### config.mk
export PLATFORM = sky130hd
export DESIGN_NAME = source_text_token_classifier
export DESIGN_NICKNAME = d
export VERILOG_FILES = /design/src/stc_pkg.sv /design/src/source_text_token_classifier.sv /design/src/stc_classify.sv /design/src/stc_lexer.sv
export SDC_FILE = /design/constraint.sdc
export NUM_CORES = 1
export LEC_CHECK = 0
export ABC_AREA = 0
export BUFFER_PORTS_ARGS = -buffer_cell sky130_fd_sc_hd__buf_2
export CORE_ASPECT_RATIO = 1.75
export CORE_MARGIN = 1.5
export CORE_UTILIZATION = 40
export DETAILED_ROUTE_END_ITERATION = 6
export GPL_TIMING_DRIVEN = 0
export HOLD_SLACK_MARGIN = 0.08
export PLACE_DENSITY = 0.55
export SYNTH_ARGS = -nofsm -noshare
export SYNTH_HDL_FRONTEND = slang
export SYNTH_SLANG_ARGS = --single-unit
### constraint.sdc
create_clock -name clk -period 4.85 [get_ports clk]
set_clock_uncertainty 0.15 [all_clocks]
set_input_delay 0.485 -clock clk [delete_from_list [all_inputs] [get_ports clk]]
set_output_delay 0.485 -clock clk [all_outputs]
set_load 0.005 [all_outputs]
### src/stc_pkg.sv
package stc_pkg;

	// Default widths of the length and line counters.
	localparam int LENGTH_BITS_DEF = 16;
	localparam int LINE_BITS_DEF   = 24;

	// Lexer state codes.
	localparam int STATE_BITS = 5;
	typedef logic [STATE_BITS-1:0] lex_state_t;

	localparam lex_state_t ST_IDLE = 5'd0;
	localparam lex_state_t ST_O0   = 5'd1;
	localparam lex_state_t ST_O1   = 5'd2;
	localparam lex_state_t ST_O2   = 5'd3;
	localparam lex_state_t ST_O3   = 5'd4;
	localparam lex_state_t ST_O4   = 5'd5;
	localparam lex_state_t ST_O5   = 5'd6;
	localparam lex_state_t ST_O6   = 5'd7;
	localparam lex_state_t ST_I0   = 5'd8;
	localparam lex_state_t ST_I1   = 5'd9;
	localparam lex_state_t ST_F0   = 5'd10;
	localparam lex_state_t ST_F1   = 5'd11;
	localparam lex_state_t ST_F2   = 5'd12;
	localparam lex_state_t ST_V0   = 5'd13;
	localparam lex_state_t ST_S0   = 5'd14;
	localparam lex_state_t ST_S1   = 5'd15;
	localparam lex_state_t ST_S2   = 5'd16;
	localparam lex_state_t ST_C0   = 5'd17;
	localparam lex_state_t ST_C1   = 5'd18;
	localparam lex_state_t ST_E0   = 5'd19;
	localparam lex_state_t ST_E1   = 5'd20;
	localparam lex_state_t ST_E2   = 5'd21;
	localparam lex_state_t ST_E3   = 5'd22;
	localparam lex_state_t ST_E4   = 5'd23;
	localparam lex_state_t ST_E5   = 5'd24;
	localparam lex_state_t ST_E6   = 5'd25;
	localparam lex_state_t ST_E7   = 5'd26;
	localparam lex_state_t ST_E8   = 5'd27;
	localparam lex_state_t ST_E9   = 5'd28;

	// Token kinds.
	typedef logic [2:0] kind_t;
	localparam kind_t K_OP     = 3'd0;
	localparam kind_t K_INT    = 3'd1;
	localparam kind_t K_FLT    = 3'd2;
	localparam kind_t K_ID     = 3'd3;
	localparam kind_t K_STR    = 3'd4;
	localparam kind_t K_COM    = 3'd5;
	localparam kind_t K_BADNUM = 3'd6;
	localparam kind_t K_BAD    = 3'd7;

	// Character codes.
	localparam logic [7:0] CH_TAB    = 8'h09;
	localparam logic [7:0] CH_NL     = 8'h0A;
	localparam logic [7:0] CH_SPACE  = 8'h20;
	localparam logic [7:0] CH_BANG   = 8'h21;
	localparam logic [7:0] CH_DQUOTE = 8'h22;
	localparam logic [7:0] CH_HASH   = 8'h23;
	localparam logic [7:0] CH_PCT    = 8'h25;
	localparam logic [7:0] CH_SQUOTE = 8'h27;
	localparam logic [7:0] CH_STAR   = 8'h2A;
	localparam logic [7:0] CH_PLUS   = 8'h2B;
	localparam logic [7:0] CH_MINUS  = 8'h2D;
	localparam logic [7:0] CH_DOT    = 8'h2E;
	localparam logic [7:0] CH_SLASH  = 8'h2F;
	localparam logic [7:0] CH_ZERO   = 8'h30;
	localparam logic [7:0] CH_NINE   = 8'h39;
	localparam logic [7:0] CH_EQ     = 8'h3D;
	localparam logic [7:0] CH_UP_A   = 8'h41;
	localparam logic [7:0] CH_UP_E   = 8'h45;
	localparam logic [7:0] CH_UP_Z   = 8'h5A;
	localparam logic [7:0] CH_LBRACK = 8'h5B;
	localparam logic [7:0] CH_BSLASH = 8'h5C;
	localparam logic [7:0] CH_RBRACK = 8'h5D;
	localparam logic [7:0] CH_UNDER  = 8'h5F;
	localparam logic [7:0] CH_LO_A   = 8'h61;
	localparam logic [7:0] CH_LO_E   = 8'h65;
	localparam logic [7:0] CH_LO_Z   = 8'h7A;
	localparam logic [7:0] CH_TILDE  = 8'h7E;

	// Decoded properties of one byte; all flags are low for the end marker
	// and for bytes at 0x80 and above.
	typedef struct packed {
		logic dig;
		logic alpha;
		logic prnt;
		logic blk;
		logic sp_tab;
		logic nl;
		logic slash;
		logic star;
		logic pct;
		logic plus_minus;
		logic eq;
		logic dot;
		logic zero;
		logic squote;
		logic dquote;
		logic bslash;
		logic hash;
		logic exp_e;
	} char_class_t;

endpackage

### src/source_text_token_classifier.sv
// Channel  Direction  Handshake            Payload
// in       input      in_valid / in_ready   text_byte, end_of_text
// out      output     out_valid / out_ready token_kind, unknown_run, token_length,
//                                           line_number
//
// One item is taken per cycle while the output does not stall; the lexer steps it
// between the input and output registers, so a result, if any, is loaded into the
// output register when the item is processed. The update for a byte is one short
// step of logic, so a fresh item can follow in every cycle unless the output stalls.
// Reset clears the lexer to idle with the line count at one; no clearing pass.
// A stalled output holds the item in the input register; in_ready then drops.
module source_text_token_classifier #(
	parameter int LENGTH_BITS = stc_pkg::LENGTH_BITS_DEF,
	parameter int LINE_BITS   = stc_pkg::LINE_BITS_DEF
) (
	input  logic                   clk,
	input  logic                   arst_n,
	input  logic                   in_valid,
	output logic                   in_ready,
	input  logic [7:0]             text_byte,
	input  logic                   end_of_text,
	output logic                   out_valid,
	input  logic                   out_ready,
	output stc_pkg::kind_t         token_kind,
	output logic                   unknown_run,
	output logic [LENGTH_BITS-1:0] token_length,
	output logic [LINE_BITS-1:0]   line_number
);
	import stc_pkg::*;

	// Input register: the accepted byte waits here until the output side has room.
	logic       in_valid_s1;
	logic [7:0] byte_s1;
	logic       eot_s1;

	// The item in the input register is processed when the output register is
	// empty or is being emptied in the same cycle.
	logic proc;

	char_class_t            cls;
	logic                   res_valid;
	kind_t                  res_kind;
	logic                   res_run;
	logic [LENGTH_BITS-1:0] res_len;
	logic [LINE_BITS-1:0]   res_line;

	// Output register.
	logic                   out_valid_q;
	kind_t                  kind_q;
	logic                   run_q;
	logic [LENGTH_BITS-1:0] len_q;
	logic [LINE_BITS-1:0]   line_q;

	assign proc     = in_valid_s1 && (!out_valid_q || out_ready);
	assign in_ready = !in_valid_s1 || proc;

	always_ff @(posedge clk or negedge arst_n) begin
		if (!arst_n) begin
			in_valid_s1 <= 1'b0;
		end else if (in_ready) begin
			in_valid_s1 <= in_valid;
		end
	end

	// The payload of the input register needs no reset.
	always_ff @(posedge clk) begin
		if (in_ready && in_valid) begin
			byte_s1 <= text_byte;
			eot_s1  <= end_of_text;
		end
	end

	// Byte decode feeding the automaton.
	stc_classify u_classify (
		.text_byte   (byte_s1),
		.end_of_text (eot_s1),
		.cls         (cls)
	);

	// Lexer state and its one-step update; it advances only on a processed item.
	stc_lexer #(
		.LENGTH_BITS (LENGTH_BITS),
		.LINE_BITS   (LINE_BITS)
	) u_lexer (
		.clk         (clk),
		.arst_n      (arst_n),
		.step        (proc),
		.end_of_text (eot_s1),
		.cls         (cls),
		.res_valid   (res_valid),
		.res_kind    (res_kind),
		.res_run     (res_run),
		.res_len     (res_len),
		.res_line    (res_line)
	);

	// The output register fills on a processed item with a result, and empties
	// when the result is taken without a new one arriving.
	always_ff @(posedge clk or negedge arst_n) begin
		if (!arst_n) begin
			out_valid_q <= 1'b0;
		end else if (proc && res_valid) begin
			out_valid_q <= 1'b1;
		end else if (out_ready) begin
			out_valid_q <= 1'b0;
		end
	end

	always_ff @(posedge clk) begin
		if (proc && res_valid) begin
			kind_q <= res_kind;
			run_q  <= res_run;
			len_q  <= res_len;
			line_q <= res_line;
		end
	end

	assign out_valid    = out_valid_q;
	assign token_kind   = kind_q;
	assign unknown_run  = run_q;
	assign token_length = len_q;
	assign line_number  = line_q;

	// A run of unknown bytes is always reported with the bad kind.
	a_run_kind: assert property (@(posedge clk) disable iff (!arst_n)
		out_valid_q && run_q |-> kind_q == K_BAD)
		else $error("unknown run reported with a wrong kind");

	// A reported line is never zero.
	a_line_valid: assert property (@(posedge clk) disable iff (!arst_n)
		out_valid_q |-> line_q != '0)
		else $error("result reported on line zero");

	// A result produced by a processed item is presented in the next cycle.
	a_result_lands: assert property (@(posedge clk) disable iff (!arst_n)
		proc && res_valid |=> out_valid_q)
		else $error("result lost between lexer and output register");

endmodule

### src/stc_classify.sv
module stc_classify (
	input  logic [7:0]          text_byte,
	input  logic                end_of_text,
	output stc_pkg::char_class_t cls
);
	import stc_pkg::*;

	logic live;

	// A byte with the top bit set, or the end marker, matches no class.
	assign live = !end_of_text && !text_byte[7];

	always_comb begin
		cls.dig        = live && text_byte >= CH_ZERO && text_byte <= CH_NINE;
		cls.alpha      = live && ((text_byte >= CH_LO_A && text_byte <= CH_LO_Z)
		                 || (text_byte >= CH_UP_A && text_byte <= CH_UP_Z)
		                 || text_byte == CH_UNDER);
		cls.prnt       = live && text_byte >= CH_SPACE && text_byte <= CH_TILDE;
		cls.blk        = live && ((text_byte >= CH_HASH && text_byte <= CH_TILDE)
		                 || text_byte == CH_BANG);
		cls.sp_tab     = live && (text_byte == CH_SPACE || text_byte == CH_TAB);
		cls.nl         = live && text_byte == CH_NL;
		cls.slash      = live && text_byte == CH_SLASH;
		cls.star       = live && text_byte == CH_STAR;
		cls.pct        = live && text_byte == CH_PCT;
		cls.plus_minus = live && (text_byte == CH_PLUS || text_byte == CH_MINUS);
		cls.eq         = live && text_byte == CH_EQ;
		cls.dot        = live && text_byte == CH_DOT;
		cls.zero       = live && text_byte == CH_ZERO;
		cls.squote     = live && text_byte == CH_SQUOTE;
		cls.dquote     = live && text_byte == CH_DQUOTE;
		cls.bslash     = live && text_byte == CH_BSLASH;
		cls.hash       = live && text_byte == CH_HASH;
		cls.exp_e      = live && (text_byte == CH_LO_E || text_byte == CH_UP_E);
	end

endmodule

### src/stc_lexer.sv
module stc_lexer #(
	parameter int LENGTH_BITS = stc_pkg::LENGTH_BITS_DEF,
	parameter int LINE_BITS   = stc_pkg::LINE_BITS_DEF
) (
	input  logic                   clk,
	input  logic                   arst_n,
	input  logic                   step,
	input  logic                   end_of_text,
	input  stc_pkg::char_class_t   cls,
	output logic                   res_valid,
	output stc_pkg::kind_t         res_kind,
	output logic                   res_run,
	output logic [LENGTH_BITS-1:0] res_len,
	output logic [LINE_BITS-1:0]   res_line
);
	import stc_pkg::*;

	localparam logic [LENGTH_BITS-1:0] LEN_MAX  = '1;
	localparam logic [LINE_BITS-1:0]   LINE_MAX = '1;
	localparam logic [LENGTH_BITS-1:0] LEN_ONE  = LENGTH_BITS'(1);
	localparam logic [LENGTH_BITS-1:0] LEN_TWO  = LENGTH_BITS'(2);
	localparam logic [LINE_BITS-1:0]   LINE_ONE = LINE_BITS'(1);

	lex_state_t             state_q, state_d, nx, start;
	logic                   esc_q, esc_d;
	logic [LENGTH_BITS-1:0] len_q, len_d, len_inc, str_len;
	logic [LINE_BITS-1:0]   line_q, line_d, line_inc;
	logic                   run_q, run_d;
	logic [LENGTH_BITS-1:0] run_len_q, run_len_d, run_base;
	logic                   fin;
	kind_t                  fin_kind;
	logic                   active, blk_ws;

	assign len_inc  = (len_q == LEN_MAX) ? len_q : len_q + LEN_ONE;
	assign line_inc = (line_q == LINE_MAX) ? line_q : line_q + LINE_ONE;
	assign run_base = run_q ? run_len_q : '0;
	assign active   = state_q != ST_IDLE;
	assign blk_ws   = cls.blk || cls.sp_tab || cls.nl;

	// A string reports its length without the two quotes.
	assign str_len = (len_q == LEN_MAX) ? len_q :
	                 (len_q >= LEN_TWO) ? len_q - LEN_TWO : '0;

	// State that a byte opens between tokens.
	always_comb begin
		start = ST_IDLE;
		if (cls.slash) start = ST_O3;
		else if (cls.star) start = ST_O2;
		else if (cls.pct) start = ST_O1;
		else if (cls.plus_minus) start = ST_O0;
		else if (cls.eq) start = ST_O6;
		else if (cls.dot) start = ST_E1;
		else if (cls.zero) start = ST_I0;
		else if (cls.dig) start = ST_I1;
		else if (cls.alpha) start = ST_V0;
		else if (cls.squote) start = ST_E5;
		else if (cls.dquote) start = ST_E4;
		else if (cls.hash) start = ST_C0;
	end

	// One transition of the automaton; fin marks the byte that ends a token.
	always_comb begin
		nx       = ST_IDLE;
		fin      = 1'b0;
		fin_kind = K_OP;
		unique case (state_q) inside
			ST_O0: begin
				if (cls.zero) nx = ST_I0;
				else if (cls.dig) nx = ST_I1;
				else if (cls.dot) nx = ST_E1;
				else if (cls.eq) nx = ST_O6;
				else begin fin = 1'b1; fin_kind = K_OP; end
			end
			ST_O1, ST_O4, ST_O5: begin
				if (cls.eq) nx = ST_O6;
				else begin fin = 1'b1; fin_kind = K_OP; end
			end
			ST_O2: begin
				if (cls.eq) nx = ST_O6;
				else if (cls.star) nx = ST_O4;
				else begin fin = 1'b1; fin_kind = K_OP; end
			end
			ST_O3: begin
				if (cls.eq) nx = ST_O6;
				else if (cls.slash) nx = ST_O5;
				else begin fin = 1'b1; fin_kind = K_OP; end
			end
			ST_O6: begin
				fin = 1'b1; fin_kind = K_OP;
			end
			ST_I0: begin
				if (cls.dig) nx = ST_E0;
				else if (cls.dot) nx = ST_F0;
				else begin fin = 1'b1; fin_kind = K_INT; end
			end
			ST_I1: begin
				if (cls.dig) nx = ST_I1;
				else if (cls.dot) nx = ST_F0;
				else begin fin = 1'b1; fin_kind = K_INT; end
			end
			ST_F0, ST_F1: begin
				if (cls.exp_e) nx = ST_E2;
				else if (cls.dig) nx = ST_F1;
				else begin fin = 1'b1; fin_kind = K_FLT; end
			end
			ST_F2: begin
				if (cls.dig) nx = ST_F2;
				else begin fin = 1'b1; fin_kind = K_FLT; end
			end
			ST_V0: begin
				if (cls.alpha || cls.dig) nx = ST_V0;
				else begin fin = 1'b1; fin_kind = K_ID; end
			end
			ST_S0, ST_S1: begin
				fin = 1'b1; fin_kind = K_STR;
			end
			ST_S2: begin
				if (cls.dquote) nx = ST_E7;
				else begin fin = 1'b1; fin_kind = K_STR; end
			end
			ST_C0: begin
				if (cls.prnt) nx = ST_C0;
				else begin fin = 1'b1; fin_kind = K_COM; end
			end
			ST_C1: begin
				if (cls.blk) nx = ST_E7;
				else if (cls.dquote) nx = ST_C1;
				else begin fin = 1'b1; fin_kind = K_COM; end
			end
			ST_E0: begin
				if (cls.dig) nx = ST_E0;
				else if (cls.dot) nx = ST_F0;
				else begin fin = 1'b1; fin_kind = K_BADNUM; end
			end
			ST_E1: begin
				if (cls.dig) nx = ST_F1;
				else begin fin = 1'b1; fin_kind = K_BADNUM; end
			end
			ST_E2: begin
				if (cls.dig) nx = ST_F2;
				else if (cls.plus_minus) nx = ST_E3;
				else begin fin = 1'b1; fin_kind = K_BADNUM; end
			end
			ST_E3: begin
				if (cls.dig) nx = ST_F2;
				else begin fin = 1'b1; fin_kind = K_BADNUM; end
			end
			ST_E4, ST_E6: begin
				if (cls.prnt && !cls.dquote) nx = ST_E6;
				else if (cls.dquote) begin
					if (esc_q) nx = ST_E6;
					else if (state_q == ST_E4) nx = ST_S2;
					else nx = ST_S1;
				end else begin fin = 1'b1; fin_kind = K_BAD; end
			end
			ST_E5: begin
				if (cls.prnt && !cls.squote) nx = ST_E5;
				else if (cls.squote) nx = esc_q ? ST_E5 : ST_S0;
				else begin fin = 1'b1; fin_kind = K_BAD; end
			end
			ST_E7, ST_E8, ST_E9: begin
				if (blk_ws) nx = ST_E7;
				else if (cls.dquote) begin
					if (state_q == ST_E7) nx = ST_E8;
					else if (state_q == ST_E8) nx = ST_E9;
					else nx = ST_C1;
				end else begin fin = 1'b1; fin_kind = K_BAD; end
			end
			default: begin
				nx  = ST_IDLE;
				fin = 1'b0;
			end
		endcase
	end

	// Update of the whole lexer state for one item, and its result.
	always_comb begin
		state_d   = state_q;
		esc_d     = esc_q;
		len_d     = len_q;
		line_d    = line_q;
		run_d     = run_q;
		run_len_d = run_len_q;
		res_valid = 1'b0;
		res_kind  = fin_kind;
		res_run   = 1'b0;
		res_len   = (fin_kind == K_STR) ? str_len : len_q;
		res_line  = line_q;
		if (active && !fin) begin
			if (state_q == ST_E4 || state_q == ST_E5 || state_q == ST_E6) begin
				esc_d = cls.bslash;
			end
			if ((state_q == ST_E7 || state_q == ST_E8 || state_q == ST_E9) && cls.nl) begin
				line_d = line_inc;
			end
			state_d = nx;
			len_d   = len_inc;
		end else begin
			res_valid = active;
			state_d   = ST_IDLE;
			if (end_of_text) begin
				if (run_q && !active) begin
					res_valid = 1'b1;
					res_kind  = K_BAD;
					res_run   = 1'b1;
					res_len   = run_len_q;
				end
				esc_d     = 1'b0;
				len_d     = '0;
				line_d    = LINE_ONE;
				run_d     = 1'b0;
				run_len_d = '0;
			end else if (cls.sp_tab || cls.nl || start != ST_IDLE) begin
				if (run_q && !active) begin
					res_valid = 1'b1;
					res_kind  = K_BAD;
					res_run   = 1'b1;
					res_len   = run_len_q;
				end
				run_d     = 1'b0;
				run_len_d = '0;
				if (cls.nl) begin
					line_d = line_inc;
				end else if (!cls.sp_tab) begin
					state_d = start;
					esc_d   = 1'b0;
					len_d   = LEN_ONE;
				end
			end else begin
				run_d     = 1'b1;
				run_len_d = (run_base == LEN_MAX) ? run_base : run_base + LEN_ONE;
			end
		end
	end

	always_ff @(posedge clk or negedge arst_n) begin
		if (!arst_n) begin
			state_q   <= ST_IDLE;
			esc_q     <= 1'b0;
			len_q     <= '0;
			line_q    <= LINE_ONE;
			run_q     <= 1'b0;
			run_len_q <= '0;
		end else if (step) begin
			state_q   <= state_d;
			esc_q     <= esc_d;
			len_q     <= len_d;
			line_q    <= line_d;
			run_q     <= run_d;
			run_len_q <= run_len_d;
		end
	end

	// An unknown run only grows between tokens.
	a_run_idle: assert property (@(posedge clk) disable iff (!arst_n)
		run_q |-> state_q == ST_IDLE)
		else $error("unknown run active while a token is open");

	// The end marker leaves the lexer as after reset.
	a_eot_reset: assert property (@(posedge clk) disable iff (!arst_n)
		step && end_of_text |=> state_q == ST_IDLE && line_q == LINE_ONE && !run_q)
		else $error("end marker did not reset the lexer");

	// The line count saturates and never wraps to zero.
	a_line_nonzero: assert property (@(posedge clk) disable iff (!arst_n)
		line_q != '0)
		else $error("line count wrapped");

endmodule

==> results by group <==
Worst setup path
  • Buf/Inv on CP: 3
  • Crit path max-delay family: simple AND/OR/NAND/NOR gates
  • R2r startpoint: byte_s1[6]$_DFFE_PP_
  • Worst Setup End Kind: flop
  • Critical path required time: approximately 4.8 ns
  • Startpoint Class: flop
  • Worst path max stage delay: between 0.6 and 0.7 ns
  • Max stage delay cell, worst path: or4_1
  • Worst R2R Path Depth: 10
  • R2r endpoint: token_length[13]$_DFFE_PP_
  • R2r setup slk: approximately 0.42 ns
  • Crit-path max FO: 44
  • Crit path arrival time: ~4.3 ns
  • CP Class: flop to flop
  • Cells along the critical path: clkbuf_1 > nor4b_2 > nand3_2 > a31oi_2 > nand2_1 > or4_1 > o31ai_2 > clkbuf_2 > a21o_1 > inv_2

Final layout
  • Final Non-Filler Cells: approximately 1200
  • Commonest cells after routing, fill and taps aside: 90 x nand2_1, 72 x nor2_1, 64 x dfrtp_1
  • Commonest non-fill, non-tap cell in the layout: nand2_1
  • Layout cell share with drive strength beyond 1: 13.1%
  • Area growth syn-to-layout: 17.7%
  • Number of fill cells in the layout: about 1800
  • Final core occ: approximately half
  • Antenna diodes: 0
  • Final net count: between 900 and 1000

STA
  • F_max: about 230 MHz
  • Tcrit/Tclk final: approximately 91%
  • Slew margin rel.: a little under two fifths
  • Post-route minimum period: roughly 4.4 ns
  • Final WS setup: 0.421 ns
  • Fin. Hold Viols: 0
  • Total negative slack: 0 ns
  • Tightest Pin Transition: about 0.93 ns
  • Setup violations, final: 0
  • Pins Over Slew Limit: 0
  • RSZ-0062 raised after global routing: false

Clocking
  • CTS H-tree depth: 4
  • Worst-path clk slew: 0.06 ns
  • Clk root buf: clkbuf_16
  • CTS max path bufs: 2
  • Sink Count: around 120
  • Clk Latency, worst-skew pair: ~0.44 ns
  • Post-CTS setup buffer count: 0
  • TritonCTS clock tree: yes
  • TritonCTS Buffers: 17

Synthesis
  • Post-synthesis cell area: approximately 7500 um2
  • Seq/Total Area, Yosys: around 43%
  • Synth unique cells: 79
  • Ys async rst share: about 55%
  • Number of flops mapped to enable cells by yosys: 53
  • Synth Register Bits: between 100 and 150
  • Post-synth top flop: dfrtp_1
  • Cells after Synth: 850
  • Post-Syn Nets: around 870
  • Mean Syn Cell Area: 8.78 um2
  • Warnings, synthesis: 0

Global routing
  • Vias in the first global route: about 7000
  • Global-route wire length before repair: about 38000 um
  • Initial antenna violation count: 0
  • GRT Overall Usage: between 20% and 30%
  • Pin count of the biggest net entering global routing: 63
  • Congestion Overflow GR: 0

Status
  • Run status: finished, final reports clean

Drt
  • Final ANT Viol Nets: 0
  • Initial DRC count: approximately 400
  • DR WL/cell: ~20 um
  • Post-DR vias/cell: 5.94
  • Detailed Routing Iterations Pass 1: 5
  • Remaining DRCs: 0
  • Via count: ~7000
  • WL final: about 24000 um

Power and ir drop
  • Power, Total: between 4 and 5 mW
  • Power Density: roughly 550 nW/um2
  • VDD IR max: around 0.33 mV
  • P_leak: 3.36 nW

Flow run
  • MaxCap Viol Count: 0

Hold path
  • Hold depth: 2
  • Hold EP: in_valid_s1$_DFFE_PN0N_
  • Hold path startpoint: in_valid
  • Min-Delay Path Class: input pin to flop

Floorplanning
  • Starting Density: 41.1%
  • Die area: 19500 um2
  • Std-Cell Rows: 65
  • Die width: 106 um
  • I/O pin count: between 50 and 60
  • Die height: between 150 and 200 um
  • Core Box Area: 18100 um2

Place
  • Port Buffer Count: between 50 and 60
  • Placed cells: 1143
  • GPL Wtd Cong: 0.975
  • Minimum setup slack after placement: 0.0179 ns
  • Hpwl dp: between 15000 and 20000 um
layout make-up:
cell class	instances	area (um2)	area share [%]
Clock inverter	15	170	1.94
Tap cell	234	293	3.33
Multi-Input combinational cell	652	3910	44.5
Clock buffer	17	425	4.84
Sequential cell	118	3220	36.7
Inverter	14	52.6	0.598
Timing Repair Buffer	69	420	4.79
Buffer	66	298	3.39
worst max path at each step:
stage / from / end / depth (start not counted) / slack [ns]
6_report: byte_s1[6]$_DFFE_PP_ / token_length[13]$_DFFE_PP_ / 10 / 0.42
5_1_grt: byte_s1[6]$_DFFE_PP_ / token_length[8]$_DFFE_PP_ / 10 / 0.21
3_3_place_gp: eot_s1$_DFFE_PP_ / token_length[11]$_DFFE_PP_ / 10 / -0.54
3_5_place_dp: byte_s1[6]$_DFFE_PP_ / token_length[10]$_DFFE_PP_ / 10 / 0.02
2_1_floorplan: eot_s1$_DFFE_PP_ / line_number[0]$_DFFE_PP_ / 10 / 1.06
4_1_cts: byte_s1[6]$_DFFE_PP_ / token_length[8]$_DFFE_PP_ / 10 / 0.15
what timing repair did:
action,in CTS,in global routing
resized for setup,1,2
endpoints found under the hold margin,73,0
cloned,0,0
hold buffers,10,0
setup endpoints to repair,32,44
sequential cells by signal (all words and copies together), names as in the netlist, 3 cells and up:
signal	flops
u_lexer.state_q	5
u_lexer.res_line	24
token_length	16
u_lexer.run_len_q	16
u_lexer.len_q	16
line_number	24
token_kind	3
byte_s1	8
synthesized netlist by cell type, types with 3 or more instances:
master | count | area share [%]
o22a_1 | 3 | 0.35
a21oi_1 | 54 | 3.6
o211ai_1 | 3 | 0.30
nor3_1 | 17 | 1.1
or4_1 | 17 | 1.7
o21a_1 | 4 | 0.40
nor2b_1 | 11 | 0.92
nor4_1 | 18 | 1.5
clkbuf_1 | 43 | 2.2
o21ai_1 | 4 | 0.27
o31ai_1 | 17 | 1.7
nor3b_1 | 4 | 0.40
a2111oi_0 | 3 | 0.35
a32o_1 | 3 | 0.40
o22ai_1 | 8 | 0.67
ha_1 | 6 | 1.0
xor2_1 | 8 | 0.94
a21o_1 | 5 | 0.50
nand4b_1 | 4 | 0.47
mux2i_1 | 11 | 1.5
o41ai_1 | 3 | 0.35
or3_1 | 21 | 1.8
edfxtp_1 | 53 | 21
nand3_1 | 49 | 3.3
and4_1 | 7 | 0.82
nand3b_1 | 4 | 0.40
and2_1 | 6 | 0.50
buf_4 | 3 | 0.30
a41oi_1 | 3 | 0.35
buf_6 | 4 | 0.60
inv_1 | 14 | 0.70
nor2_1 | 72 | 3.6
nand4_1 | 13 | 1.1
buf_2 | 5 | 0.34
o2bb2ai_1 | 5 | 0.59
nand2_1 | 90 | 4.5
nand2b_1 | 17 | 1.4
and3_1 | 19 | 1.6
xnor2_1 | 20 | 2.3
buf_1 | 10 | 0.50
o21ai_0 | 63 | 4.2
a31oi_1 | 14 | 1.2
dfrtp_1 | 64 | 21
power breakdown:
part           leakage, nW  switching, mW  internal, mW
registers             1.40         0.0869          1.39
logic                 1.68           1.42         0.656
clock network        0.287          0.510         0.768
total                 3.36           2.02          2.82
logic make-up after synthesis:
logic type | after synthesis | synth area share, %
and+or+nand+nor | 388 | 27.7
muxes | 13 | 1.78
xor gates and xnor gates | 28 | 3.29
AOI/OAI and AO/OA | 217 | 18.4
adders and majority gates | 6 | 1.01
DFF | 118 | 43.1
buffers and inverters | 80 | 4.68
metal layers:
layer | wire [um] | vias to the layer above | GRT usage (%)
li1 | - | 3345 | -
met1 | 8740 | 3331 | 26.9
met2 | 12400 | 280 | 45.4
met3 | 1010 | 82 | 3.93
met4 | 1530 | 0 | 17.3
met5 | 0 | - | 0
through the flow:
stage          area [um2]  hold WS, ns
2_1_floorplan        7460       0.0394
3_3_place_gp         8050        0.328
3_5_place_dp         8080        0.145
4_1_cts              8770       0.0823
5_1_grt              8780        0.104
6_report             8780       0.0935
(Power assumes the default switching activity.)
